## config.mk

```make
export PLATFORM = sky130hd
export DESIGN_NAME = tlb_page_table_translator
export DESIGN_NICKNAME = d
export VERILOG_FILES = /design/src/rtl/core/tlbpt_pkg.sv /design/src/rtl/core/tlbpt_cell.sv /design/src/rtl/core/tlbpt_page_table.sv /design/src/rtl/core/tlb_page_table_translator.sv
export SDC_FILE = /design/constraint.sdc
export NUM_CORES = 2
export LEC_CHECK = 0
export BUFFER_PORTS_ARGS = -buffer_cell sky130_fd_sc_hd__buf_4
export CORE_AREA = 8 8 626 628
export CTS_BUF_LIST = sky130_fd_sc_hd__clkbuf_16
export CTS_CLUSTER_SIZE = 30
export DETAILED_ROUTE_END_ITERATION = 10
export DIE_AREA = 0 0 634 636
export HOLD_SLACK_MARGIN = 0.08
export SYNTH_ARGS = -nofsm -noshare
export SYNTH_HDL_FRONTEND = slang
export SYNTH_HIERARCHICAL = 1
export SYNTH_SLANG_ARGS = --single-unit
```

## constraint.sdc

```tcl
create_clock -name clock -period 21.2 [get_ports clock]
set_input_delay 4.24 -clock clock [delete_from_list [all_inputs] [get_ports clock]]
set_output_delay 4.24 -clock clock [all_outputs]
set_load 0.1 [all_outputs]
```

## src/rtl/core/tlbpt_pkg.sv

```systemverilog
// Shared types and constants for the TLB and page table translator.
// No dependencies; imported by the page table and the top level.
package tlbpt_pkg;

   localparam int ADDR_WIDTH      = 16;
   localparam int FRAME_OUT_WIDTH = 8;
   localparam int COUNT_WIDTH     = 32;
   localparam int RSP_DATA_WIDTH  = 120;
   localparam int RSP_USER_WIDTH  = 2;

   // Bit positions of the flags in the result tuser.
   localparam int USER_TLB_HIT    = 0;
   localparam int USER_PAGE_FAULT = 1;

   // Requests from the sequencer to the page table memory.
   typedef struct packed {
      logic rd_en;
      logic wr_en;
   } tlbpt_ctrl_type;

endpackage

```

## src/rtl/core/tlbpt_cell.sv

```systemverilog
// One TLB entry of the translator's cell chain.
// Standalone; instantiated as a row by tlb_page_table_translator.
module tlbpt_cell #(
   parameter int PAGE_BITS = 8
) (
   input  logic                 clock,
   input  logic                 reset,
   input  logic                 shift,
   input  logic                 prev_valid,
   input  logic [PAGE_BITS-1:0] prev_tag,
   input  logic [PAGE_BITS-1:0] prev_frame,
   output logic                 ent_valid,
   output logic [PAGE_BITS-1:0] ent_tag,
   output logic [PAGE_BITS-1:0] ent_frame,
   input  logic [PAGE_BITS-1:0] look_page,
   input  logic                 found_in,
   input  logic [PAGE_BITS-1:0] hit_frame_in,
   output logic                 found_out,
   output logic [PAGE_BITS-1:0] hit_frame_out,
   output logic                 match
);

   logic                 valid_ff;
   logic [PAGE_BITS-1:0] tag_ff;
   logic [PAGE_BITS-1:0] frame_ff;

   // On a fill every entry takes its upstream neighbor's contents.
   always_ff @(posedge clock) begin
      if (reset) begin
         valid_ff <= 1'b0;
      end else if (shift) begin
         valid_ff <= prev_valid;
      end
   end

   always_ff @(posedge clock) begin
      if (shift) begin
         tag_ff   <= prev_tag;
         frame_ff <= prev_frame;
      end
   end

   // Valid tags are unique, so the matching frame can simply be ORed down the row.
   assign match         = valid_ff && (tag_ff == look_page);
   assign found_out     = found_in | match;
   assign hit_frame_out = hit_frame_in | (match ? frame_ff : '0);

   assign ent_valid = valid_ff;
   assign ent_tag   = tag_ff;
   assign ent_frame = frame_ff;

endmodule

```

## src/rtl/core/tlbpt_page_table.sv

```systemverilog
// Page table memory with a valid bit per page and a clearing pass after reset.
// Depends on tlbpt_pkg for the control struct.
module tlbpt_page_table #(
   parameter int PAGE_BITS = 8
) (
   input  logic                    clock,
   input  logic                    reset,
   input  tlbpt_pkg::tlbpt_ctrl_type ctrl,
   input  logic [PAGE_BITS-1:0]    rd_page,
   input  logic [PAGE_BITS-1:0]    wr_page,
   input  logic [PAGE_BITS-1:0]    wr_frame,
   output logic                    rd_valid,
   output logic [PAGE_BITS-1:0]    rd_frame,
   output logic                    clear_busy
);
   import tlbpt_pkg::*;

   localparam int PAGE_COUNT = 1 << PAGE_BITS;

   // Each word holds the valid bit on top of the frame number.
   logic [PAGE_BITS:0]   mem [PAGE_COUNT];
   logic [PAGE_BITS:0]   rd_ff;
   logic [PAGE_BITS-1:0] clr_ff;
   logic                 clearing_ff;

   always_ff @(posedge clock) begin
      if (reset) begin
         clr_ff      <= '0;
         clearing_ff <= 1'b1;
      end else if (clearing_ff) begin
         clr_ff <= clr_ff + 1'b1;
         if (clr_ff == {PAGE_BITS{1'b1}}) begin
            clearing_ff <= 1'b0;
         end
      end
   end

   always_ff @(posedge clock) begin
      if (clearing_ff) begin
         mem[clr_ff] <= '0;
      end else if (ctrl.wr_en) begin
         mem[wr_page] <= {1'b1, wr_frame};
      end
      if (ctrl.rd_en) begin
         rd_ff <= mem[rd_page];
      end
   end

   assign rd_valid   = rd_ff[PAGE_BITS];
   assign rd_frame   = rd_ff[PAGE_BITS-1:0];
   assign clear_busy = clearing_ff;

endmodule

```

## src/rtl/core/tlb_page_table_translator.sv

```systemverilog
// Top level of the TLB and demand-paged page table translator.
// Depends on tlbpt_pkg, tlbpt_cell and tlbpt_page_table.

// This block translates one 16-bit logical address word at a time into a physical
// address. The page number is looked up in a row of TLB_ENTRIES cells that compare
// in parallel; on a miss the page table memory answers, and an unmapped page takes
// the next free frame and counts as a page fault. Every miss pushes the new pair
// into the head of the cell row and the oldest entry falls off the far end, which
// gives first-in first-out replacement. The accept cycle runs the TLB compare and
// issues the page table read; the lookup state then resolves the frame, writes back
// any new mapping and loads the result register. A new word is accepted only once
// the last one has loaded the result register; a held result stalls the lookup
// state. After reset the page table is cleared, one page per cycle, through all
// 2**PAGE_BITS pages (256 at the default) before the first word is accepted. The
// hit, fault and access totals wrap at 32 bits.
module tlb_page_table_translator #(
   parameter int TLB_ENTRIES = 16,
   parameter int PAGE_BITS   = 8,
   parameter int OFFSET_BITS = 8
) (
   input  logic                                clock,
   input  logic                                reset,
   // Request word; tdata: logical_address [15:0].
   input  logic [tlbpt_pkg::ADDR_WIDTH-1:0]     req_tdata,
   input  logic                                req_tvalid,
   output logic                                req_tready,
   // Result word; tdata: physical_address [15:0], frame_number [23:16],
   // hit_total [55:24], fault_total [87:56], access_total [119:88].
   output logic [tlbpt_pkg::RSP_DATA_WIDTH-1:0] rsp_tdata,
   // Result flags; tuser: tlb_hit [0], page_fault [1].
   output logic [tlbpt_pkg::RSP_USER_WIDTH-1:0] rsp_tuser,
   output logic                                rsp_tvalid,
   input  logic                                rsp_tready
);
   import tlbpt_pkg::*;

   localparam logic [PAGE_BITS:0] FRAME_LIMIT = {1'b1, {PAGE_BITS{1'b0}}};

   typedef enum logic {ST_IDLE, ST_LOOKUP} state_type;

   state_type                  state_ff, state_in;
   logic [PAGE_BITS-1:0]       page_ff;
   logic [OFFSET_BITS-1:0]     offset_ff;
   logic                       hit_ff;
   logic [PAGE_BITS-1:0]       hit_frame_ff;
   logic [PAGE_BITS:0]         next_free_ff, next_free_in;
   logic [COUNT_WIDTH-1:0]     hit_count_ff, hit_count_in;
   logic [COUNT_WIDTH-1:0]     fault_count_ff, fault_count_in;
   logic [COUNT_WIDTH-1:0]     access_count_ff, access_count_in;
   logic                       rsp_valid_ff, rsp_valid_in;
   logic [RSP_DATA_WIDTH-1:0]  rsp_data_ff, rsp_data_in;
   logic [RSP_USER_WIDTH-1:0]  rsp_user_ff, rsp_user_in;

   logic [ADDR_WIDTH+PAGE_BITS-1:0]     addr_ext;
   logic [PAGE_BITS-1:0]                req_page;
   logic [OFFSET_BITS-1:0]              req_offset;
   logic                                accept;
   logic                                done;
   logic                                fault;
   logic [PAGE_BITS-1:0]                frame_sel;
   logic [PAGE_BITS+FRAME_OUT_WIDTH-1:0] frame_ext;
   logic [OFFSET_BITS+PAGE_BITS+ADDR_WIDTH-1:0] phys_ext;
   tlbpt_ctrl_type                      pt_ctrl;
   logic                                pt_valid;
   logic [PAGE_BITS-1:0]                pt_frame;
   logic                                clear_busy;

   // Cell row wiring: index 0 is the fill input, index i+1 the output of cell i.
   logic                 ent_valid [TLB_ENTRIES+1];
   logic [PAGE_BITS-1:0] ent_tag   [TLB_ENTRIES+1];
   logic [PAGE_BITS-1:0] ent_frame [TLB_ENTRIES+1];
   logic                 chain_found [TLB_ENTRIES+1];
   logic [PAGE_BITS-1:0] chain_frame [TLB_ENTRIES+1];
   logic [TLB_ENTRIES-1:0] match_vec;
   logic                 tlb_fill;

   // Address bits above the page field are dropped; a full-width offset leaves page 0.
   assign addr_ext   = {{PAGE_BITS{1'b0}}, req_tdata};
   assign req_page   = addr_ext[OFFSET_BITS +: PAGE_BITS];
   assign req_offset = req_tdata[OFFSET_BITS-1:0];

   assign req_tready = (state_ff == ST_IDLE) && !clear_busy;
   assign accept     = req_tvalid && req_tready;

   // The lookup state finishes only when the result register can take the word.
   assign done = (state_ff == ST_LOOKUP) && (!rsp_valid_ff || rsp_tready);

   // A miss on an unmapped page allocates the next free frame.
   assign fault     = !hit_ff && !pt_valid;
   assign frame_sel = hit_ff ? hit_frame_ff : (pt_valid ? pt_frame : next_free_ff[PAGE_BITS-1:0]);
   assign tlb_fill  = done && !hit_ff;

   assign pt_ctrl.rd_en = accept;
   assign pt_ctrl.wr_en = done && fault;

   // The new pair enters at the head of the row.
   assign ent_valid[0]   = 1'b1;
   assign ent_tag[0]     = page_ff;
   assign ent_frame[0]   = frame_sel;
   assign chain_found[0] = 1'b0;
   assign chain_frame[0] = '0;

   for (genvar i = 0; i < TLB_ENTRIES; i++) begin : g_cell
      tlbpt_cell #(
         .PAGE_BITS(PAGE_BITS)
      ) u_cell (
         .clock         (clock),
         .reset         (reset),
         .shift         (tlb_fill),
         .prev_valid    (ent_valid[i]),
         .prev_tag      (ent_tag[i]),
         .prev_frame    (ent_frame[i]),
         .ent_valid     (ent_valid[i+1]),
         .ent_tag       (ent_tag[i+1]),
         .ent_frame     (ent_frame[i+1]),
         .look_page     (req_page),
         .found_in      (chain_found[i]),
         .hit_frame_in  (chain_frame[i]),
         .found_out     (chain_found[i+1]),
         .hit_frame_out (chain_frame[i+1]),
         .match         (match_vec[i])
      );
   end

   tlbpt_page_table #(
      .PAGE_BITS(PAGE_BITS)
   ) u_page_table (
      .clock      (clock),
      .reset      (reset),
      .ctrl       (pt_ctrl),
      .rd_page    (req_page),
      .wr_page    (page_ff),
      .wr_frame   (next_free_ff[PAGE_BITS-1:0]),
      .rd_valid   (pt_valid),
      .rd_frame   (pt_frame),
      .clear_busy (clear_busy)
   );

   // Result formatting: frame number and physical address are cut to their port widths.
   assign frame_ext = {{FRAME_OUT_WIDTH{1'b0}}, frame_sel};
   assign phys_ext  = {{ADDR_WIDTH{1'b0}}, frame_sel, offset_ff};

   always_comb begin
      state_in        = state_ff;
      next_free_in    = next_free_ff;
      hit_count_in    = hit_count_ff;
      fault_count_in  = fault_count_ff;
      access_count_in = access_count_ff;
      rsp_valid_in    = rsp_valid_ff && !rsp_tready;
      rsp_data_in     = rsp_data_ff;
      rsp_user_in     = rsp_user_ff;
      case (state_ff)
         ST_IDLE: begin
            if (accept) begin
               state_in = ST_LOOKUP;
            end
         end
         ST_LOOKUP: begin
            if (done) begin
               state_in        = ST_IDLE;
               access_count_in = access_count_ff + 1'b1;
               if (hit_ff) begin
                  hit_count_in = hit_count_ff + 1'b1;
               end
               if (fault) begin
                  fault_count_in = fault_count_ff + 1'b1;
                  if (next_free_ff != FRAME_LIMIT) begin
                     next_free_in = next_free_ff + 1'b1;
                  end
               end
               rsp_valid_in = 1'b1;
               rsp_data_in  = {access_count_in, fault_count_in, hit_count_in,
                               frame_ext[FRAME_OUT_WIDTH-1:0], phys_ext[ADDR_WIDTH-1:0]};
               rsp_user_in                  = '0;
               rsp_user_in[USER_TLB_HIT]    = hit_ff;
               rsp_user_in[USER_PAGE_FAULT] = fault;
            end
         end
         default: begin
            state_in = ST_IDLE;
         end
      endcase
   end

   always_ff @(posedge clock) begin
      if (reset) begin
         state_ff        <= ST_IDLE;
         next_free_ff    <= '0;
         hit_count_ff    <= '0;
         fault_count_ff  <= '0;
         access_count_ff <= '0;
         rsp_valid_ff    <= 1'b0;
      end else begin
         state_ff        <= state_in;
         next_free_ff    <= next_free_in;
         hit_count_ff    <= hit_count_in;
         fault_count_ff  <= fault_count_in;
         access_count_ff <= access_count_in;
         rsp_valid_ff    <= rsp_valid_in;
      end
      rsp_data_ff <= rsp_data_in;
      rsp_user_ff <= rsp_user_in;
   end

   // The TLB answer and the request fields are captured in the accept cycle.
   always_ff @(posedge clock) begin
      if (accept) begin
         page_ff      <= req_page;
         offset_ff    <= req_offset;
         hit_ff       <= chain_found[TLB_ENTRIES];
         hit_frame_ff <= chain_frame[TLB_ENTRIES];
      end
   end

   assign rsp_tdata  = rsp_data_ff;
   assign rsp_tuser  = rsp_user_ff;
   assign rsp_tvalid = rsp_valid_ff;

`ifndef SYNTH
   // Fills happen only on a miss, so no two valid cells ever hold the same page.
   a_unique_match: assert property (@(posedge clock) disable iff (reset)
      $onehot0(match_vec))
      else $error("more than one TLB cell matches the page");

   a_write_on_miss: assert property (@(posedge clock) disable iff (reset)
      pt_ctrl.wr_en |-> (state_ff == ST_LOOKUP) && !hit_ff && !clear_busy)
      else $error("page table written outside a missing lookup");

   a_access_step: assert property (@(posedge clock) disable iff (reset)
      done |=> access_count_ff == $past(access_count_ff) + 1'b1)
      else $error("access total did not advance by one");

   a_frame_alloc: assert property (@(posedge clock) disable iff (reset)
      (done && fault) |=> (next_free_ff == $past(next_free_ff) + 1'b1) ||
                          ($past(next_free_ff) == FRAME_LIMIT))
      else $error("free frame counter did not advance on a fault");

   a_flags_exclusive: assert property (@(posedge clock) disable iff (reset)
      rsp_valid_ff |-> !(rsp_user_ff[USER_TLB_HIT] && rsp_user_ff[USER_PAGE_FAULT]))
      else $error("result flags both a TLB hit and a page fault");
`endif

endmodule
```

Word-level counts from Yosys, hierarchy flattened
Memories as Yosys holds them, arrays and structs flattened. A register that Yosys moved wholly into a read port is not among the register bits.
Index checks and enable logic that the tools add are counted.

word-level totals
  register bits = 535
  bits in writable memories = 2304
  bits of input ports = 20
  output and inout bits = 124
  word-level logic and storage cells = 184
  memories kept = 1

cells by class
  add/subtract/negate cells = 5
  equal/unequal tests = 18
  mux-type cells = 35
  bitwise gates (word level) = 31
  reductions and logical operators = 32

memories
  memory            depth  bits a word  rd ports  clocked after Yosys merged registers in  wr ports  RTL line                source
  u_page_table.mem  256    9            1         1                                        1         tlbpt_page_table.sv:21  logic [PAGE_BITS:0] mem [PAGE_COUNT];

operators with widths
  cell                                                              number
  8-bit 2-to-1 mux                                                  19
  8-bit == test                                                     16
  8-bit OR                                                          15
  32-bit by 1-bit adder with 32-bit output (second input constant)  3
  32-bit 2-to-1 mux                                                 2
  1-bit logical AND                                                 23
  1-bit OR                                                          15
  1-bit 2-to-1 mux                                                  12
  9-bit by 1-bit adder with 9-bit output (second input constant)    1
  9-bit 2-to-1 mux                                                  1
  9-bit != test (second input constant)                             1
  9-bit OR reduction                                                1
  8-bit by 1-bit adder with 8-bit output (second input constant)    1
  8-bit == test (second input constant)                             1
  1-bit logical NOT                                                 5
  4-bit AND reduction                                               1
  1-bit one-hot mux with 2 select lines                             1
  2-bit AND reduction                                               1
  1-bit logical OR                                                  1
  1-bit inverter                                                    1

Depth between registers and ports, before layout
  word-level depth = 18
  gate-level depth with buffers = 33

By module
The synthesis kept the hierarchy.

modules (own cells, without submodules)
  module                     times used  cells each  area each (µm²)  seq. area each (µm²)
  tlbpt_page_table           1           4326        90060.1          69636.8
  tlbpt_cell                 16          57          833.3            500.5
  tlb_page_table_translator  1           990         10806.6          6316.1

Worst setup path after synthesis
Ideal clock, no wire load.

  kind = input to register
  from = input rsp_tready
  to = register g_cell[10].u_cell.valid_ff
  arrival time = 17239 ps
  required time = 21065 ps
  setup slack = 3826 ps
  cell stages on the path = 6
  path buffers = 1
  cell sequence = nand2b_1 > nand2_1 > clkbuf_1 > nor2_1 > mux2i_1 > nor2_1

between the ends
  word-level cells in the longest chain between the ends = 3

ends and longest elaborated chain
  element               RTL line                         source
  start, declared       tlb_page_table_translator.sv:33  input logic rsp_tready
  1-bit logical OR      tlb_page_table_translator.sv:86  assign done = (state_ff == ST_LOOKUP) && (!rsp_valid_ff || rsp_tready);
  1-bit logical AND     tlb_page_table_translator.sv:86
  1-bit logical AND     tlb_page_table_translator.sv:91  assign tlb_fill = done && !hit_ff;
  net tlb_fill          tlb_page_table_translator.sv:75  logic tlb_fill;
  end signal, assigned  tlbpt_cell.sv:32                 valid_ff <= prev_valid;
  end, declared         tlbpt_cell.sv:23                 logic valid_ff;

The timed path passes the listed nets, and every way through them passes these cells.
A chain may end at the register's enable or synchronous reset.

==> results.sh <==
export IMPL_power_per_cell_area_nw_per_um2=89.0
export IMPL_worstSetupStartpoint="req_tdata[8]"
export IMPL_setup_worst_path_end_class="flip-flop"
export IMPL_amount_of_wire_on_met3_after_detailed_routing_mm=22.4
export IMPL_routedWlPerCell_um=24.2
export IMPL_dieArea_sq_um=403000
export IMPL_drive_above_1_share_pct=20.4
export IMPL_worst_path_max_delay_cell="buf_4"
export IMPL_actual_slew_at_the_worst_max_slew_pin_ns=1.34
export IMPL_cp_cell_sequence="buf_8 -> buf_4 -> buf_4 -> buf_4 -> buf_4 -> mux4_1 -> mux4_2 -> nand2_1 -> o31ai_1 -> a211o_1 -> o21ai_1 -> nor4_1"
export IMPL_cts_post_setup_buffers_inserted=0
export IMPL_worstHoldPathCells=0
export IMPL_clock_tree_htree_level_count=5
export IMPL_die_width_um=634
export IMPL_placement_io_buffers=143
export IMPL_grt_antenna_before_repair=11
export IMPL_die_h_um=636
export IMPL_first_global_vias=58879
export IMPL_outcome="completed"
export IMPL_clk_latency_ns=0.87
export IMPL_finalCritPeriodShare_pct=43.3
export IMPL_timing_hold_violations_final=0
export IMPL_detail_route_iter0_violations=6491
export IMPL_slew_headroom_pct=9.77
export IMPL_syn_cell_area_sq_um=114000
export IMPL_place_inst=11159
export IMPL_starting_density_pct=29.9
export IMPL_hold_path_startpoint="offset_ff[7]"
export IMPL_cts_tree="built"
export IMPL_avg_vias_per_cell=5.04
export IMPL_hpwlAfterDp_mm=173
export IMPL_layoutNonFillerInstCount=11696
export IMPL_worst_r2r_path_depth=11
export IMPL_final_max_slew_viol_count=0
export IMPL_vias=58993
export IMPL_route_detailed_drc=0
export IMPL_grt_max_degree=205
export IMPL_maxCapViolations=0
export IMPL_tritoncts_num_sinks=2840
export IMPL_cts_hold_fix_buffers=0
export IMPL_clock_skew_final_ns=0.0794
export IMPL_worst_endpoint_required_ns=21.77
export IMPL_core_rowCount=227
export IMPL_highest_metal_layer_with_signal_wires="met5"
export IMPL_gr_total_overflow=0
export IMPL_post_cts_resized_instances=0
export IMPL_crit_path_start_kind="primary input"
export IMPL_clock_path_buffers=4
export IMPL_worst_path_largest_cell_delay_ns=0.81
export IMPL_area_growth_syn_to_layout_pct=14.0
export IMPL_cp_arrival_ns=9.74
export IMPL_total_clock_buffers_created_by_cts=300
export IMPL_grt_use_total_pct=13.5
export IMPL_synthesis_instances=6212
export IMPL_min_path_type="flip-flop to flip-flop"
export IMPL_met2_layer_wire_length_in_the_routed_design_mm=135
export IMPL_ys_warnings_count=6
export IMPL_layout_filler_cells=35696
export IMPL_fmax_mhz=109
export IMPL_floorplan_core_area_sq_um=381000
export IMPL_reg2reg_from="u_page_table/rd_ff[8]"
export IMPL_setup_violations_final=0
export IMPL_p_leak_nw=39.8
export IMPL_wirelength_met1_mm=117
export IMPL_grt_first_pass_wirelength_mm=410
export IMPL_finalNetCount=6449
export IMPL_remaining_number_of_nets_flagged_by_the_antenna_check_after_routing=0
export IMPL_timing_worst_setup_path_type="primary input to flip-flop"
export IMPL_critPathMostFrequentCell="buf_4"
export IMPL_wl_mm=283
export IMPL_clk_root_buffer_cell="clkbuf_16"
export IMPL_rsz0062_at_grt="false"
export IMPL_power_ir_vdd_worst_mv=0.0620
export IMPL_post_synth_cell_area_avg_sq_um=18.4
export IMPL_final_min_clock_period_ns=9.17
export IMPL_setup_total_negative_slack_ns=0
export IMPL_worstPathMaxFanout=62
export IMPL_gp_congestion=0.847
export IMPL_io_pins=144
export IMPL_clkSlewWorstSetupHoldPaths_ns=0.06
export IMPL_number_of_search_and_repair_iterations_in_the_first_detailed_routing_pass=6
cells in the final DEF, fill, tap and decap left out, types with 14 or more instances in the layout:
cell,count
edfxtp_1,2708
mux4_2,465
nor2_1,432
inv_1,331
clkbuf_16,308
buf_4,221
a22oi_1,209
xnor2_1,198
mux2i_1,198
nand2_1,180
a21oi_1,151
dfxtp_1,132
o41ai_2,129
xor2_1,96
nand3_1,92
nand4_1,73
clkinv_1,63
o21ai_0,55
clkinv_2,53
nor4_1,49
o221ai_1,36
bufinv_16,31
o22ai_1,27
a211oi_1,25
nor3_1,24
or3_1,24
o31ai_1,23
nand2b_1,22
nand3_2,22
and3_1,18
xnor2_2,16
nand4_4,16
and4_1,14
area by class of cell:
type	instances	area (sq um)	share of cell area, %
clock buffer	308	7710	5.93
sequential	2840	84000	64.5
clock inverter	226	1920	1.48
tap	5038	6300	4.85
multi-input combinational	2764	27200	20.9
inverter	285	1080	0.832
antenna	3	7.51	0.00577
timing repair buffer	232	1850	1.43
critical path, delay by kind of cell:
family,cells,cell delay [ns]
mux,2,1.17
buf+inv,5,3.33
simple gates,2,0.20
compound gates,3,0.51
metal layers:
layer | vias to the layer above | global-route usage [%]
met4 | 2 | 3.95
met5 | - | 0
met1 | 30908 | 18.5
met2 | 2406 | 21.9
li1 | 25216 | -
met3 | 461 | 2.40
final timing paths:
kind | endpoint | slack [ns]
worst max-delay path | u_page_table/rd_ff[6] | 12.03
worst min-delay path | rsp_tdata[7] | 0.42
worst min register to register | rsp_tdata[7] | 0.42
worst max register to register | u_page_table/mem[213][5] | 14.52
through the flow:
stage          setup WS, ns  instance area (sq um)  util, %  power (mW)  hold slack (ns)
2_1_floorplan          3.83                 114000        -        6.43            0.400
3_3_place_gp          11.04                 120000     31.6        6.56            0.406
3_5_place_dp          11.09                 120000     31.6        6.56            0.405
4_1_cts               12.02                 130000     34.1        11.7            0.419
5_1_grt               11.65                 130000     34.1        11.9            0.431
6_report              12.03                 130000     34.1        11.6            0.418
flip-flops by register name, indices dropped and copies added, names as in the netlist:
name,flops
g_cell.u_cell/ent_valid,16
u_page_table/rd_ff,9
hit_count_ff,32
rsp_tdata,112
hit_frame_ff,8
rsp_tuser,2
fault_count_ff,32
hit_ff,1
g_cell.u_cell/ent_frame,128
u_page_table/clear_busy,1
offset_ff,8
state_ff,1
rsp_tvalid,1
next_free_ff,9
u_page_table/clr_ff,8
access_count_ff,32
g_cell.u_cell/ent_tag,128
u_page_table/mem,2304
page_ff,8
power breakdown:
| part | internal, mW | total, mW | switching (mW) |
|---|---|---|---|
| logic | 0.131 | 0.381 | 0.250 |
| clock network | 3.02 | 5.14 | 2.13 |
| registers | 6.06 | 6.06 | 0.00207 |
| total | 9.20 | 11.6 | 2.38 |
Note: power is estimated with default switching activity, not from simulation.
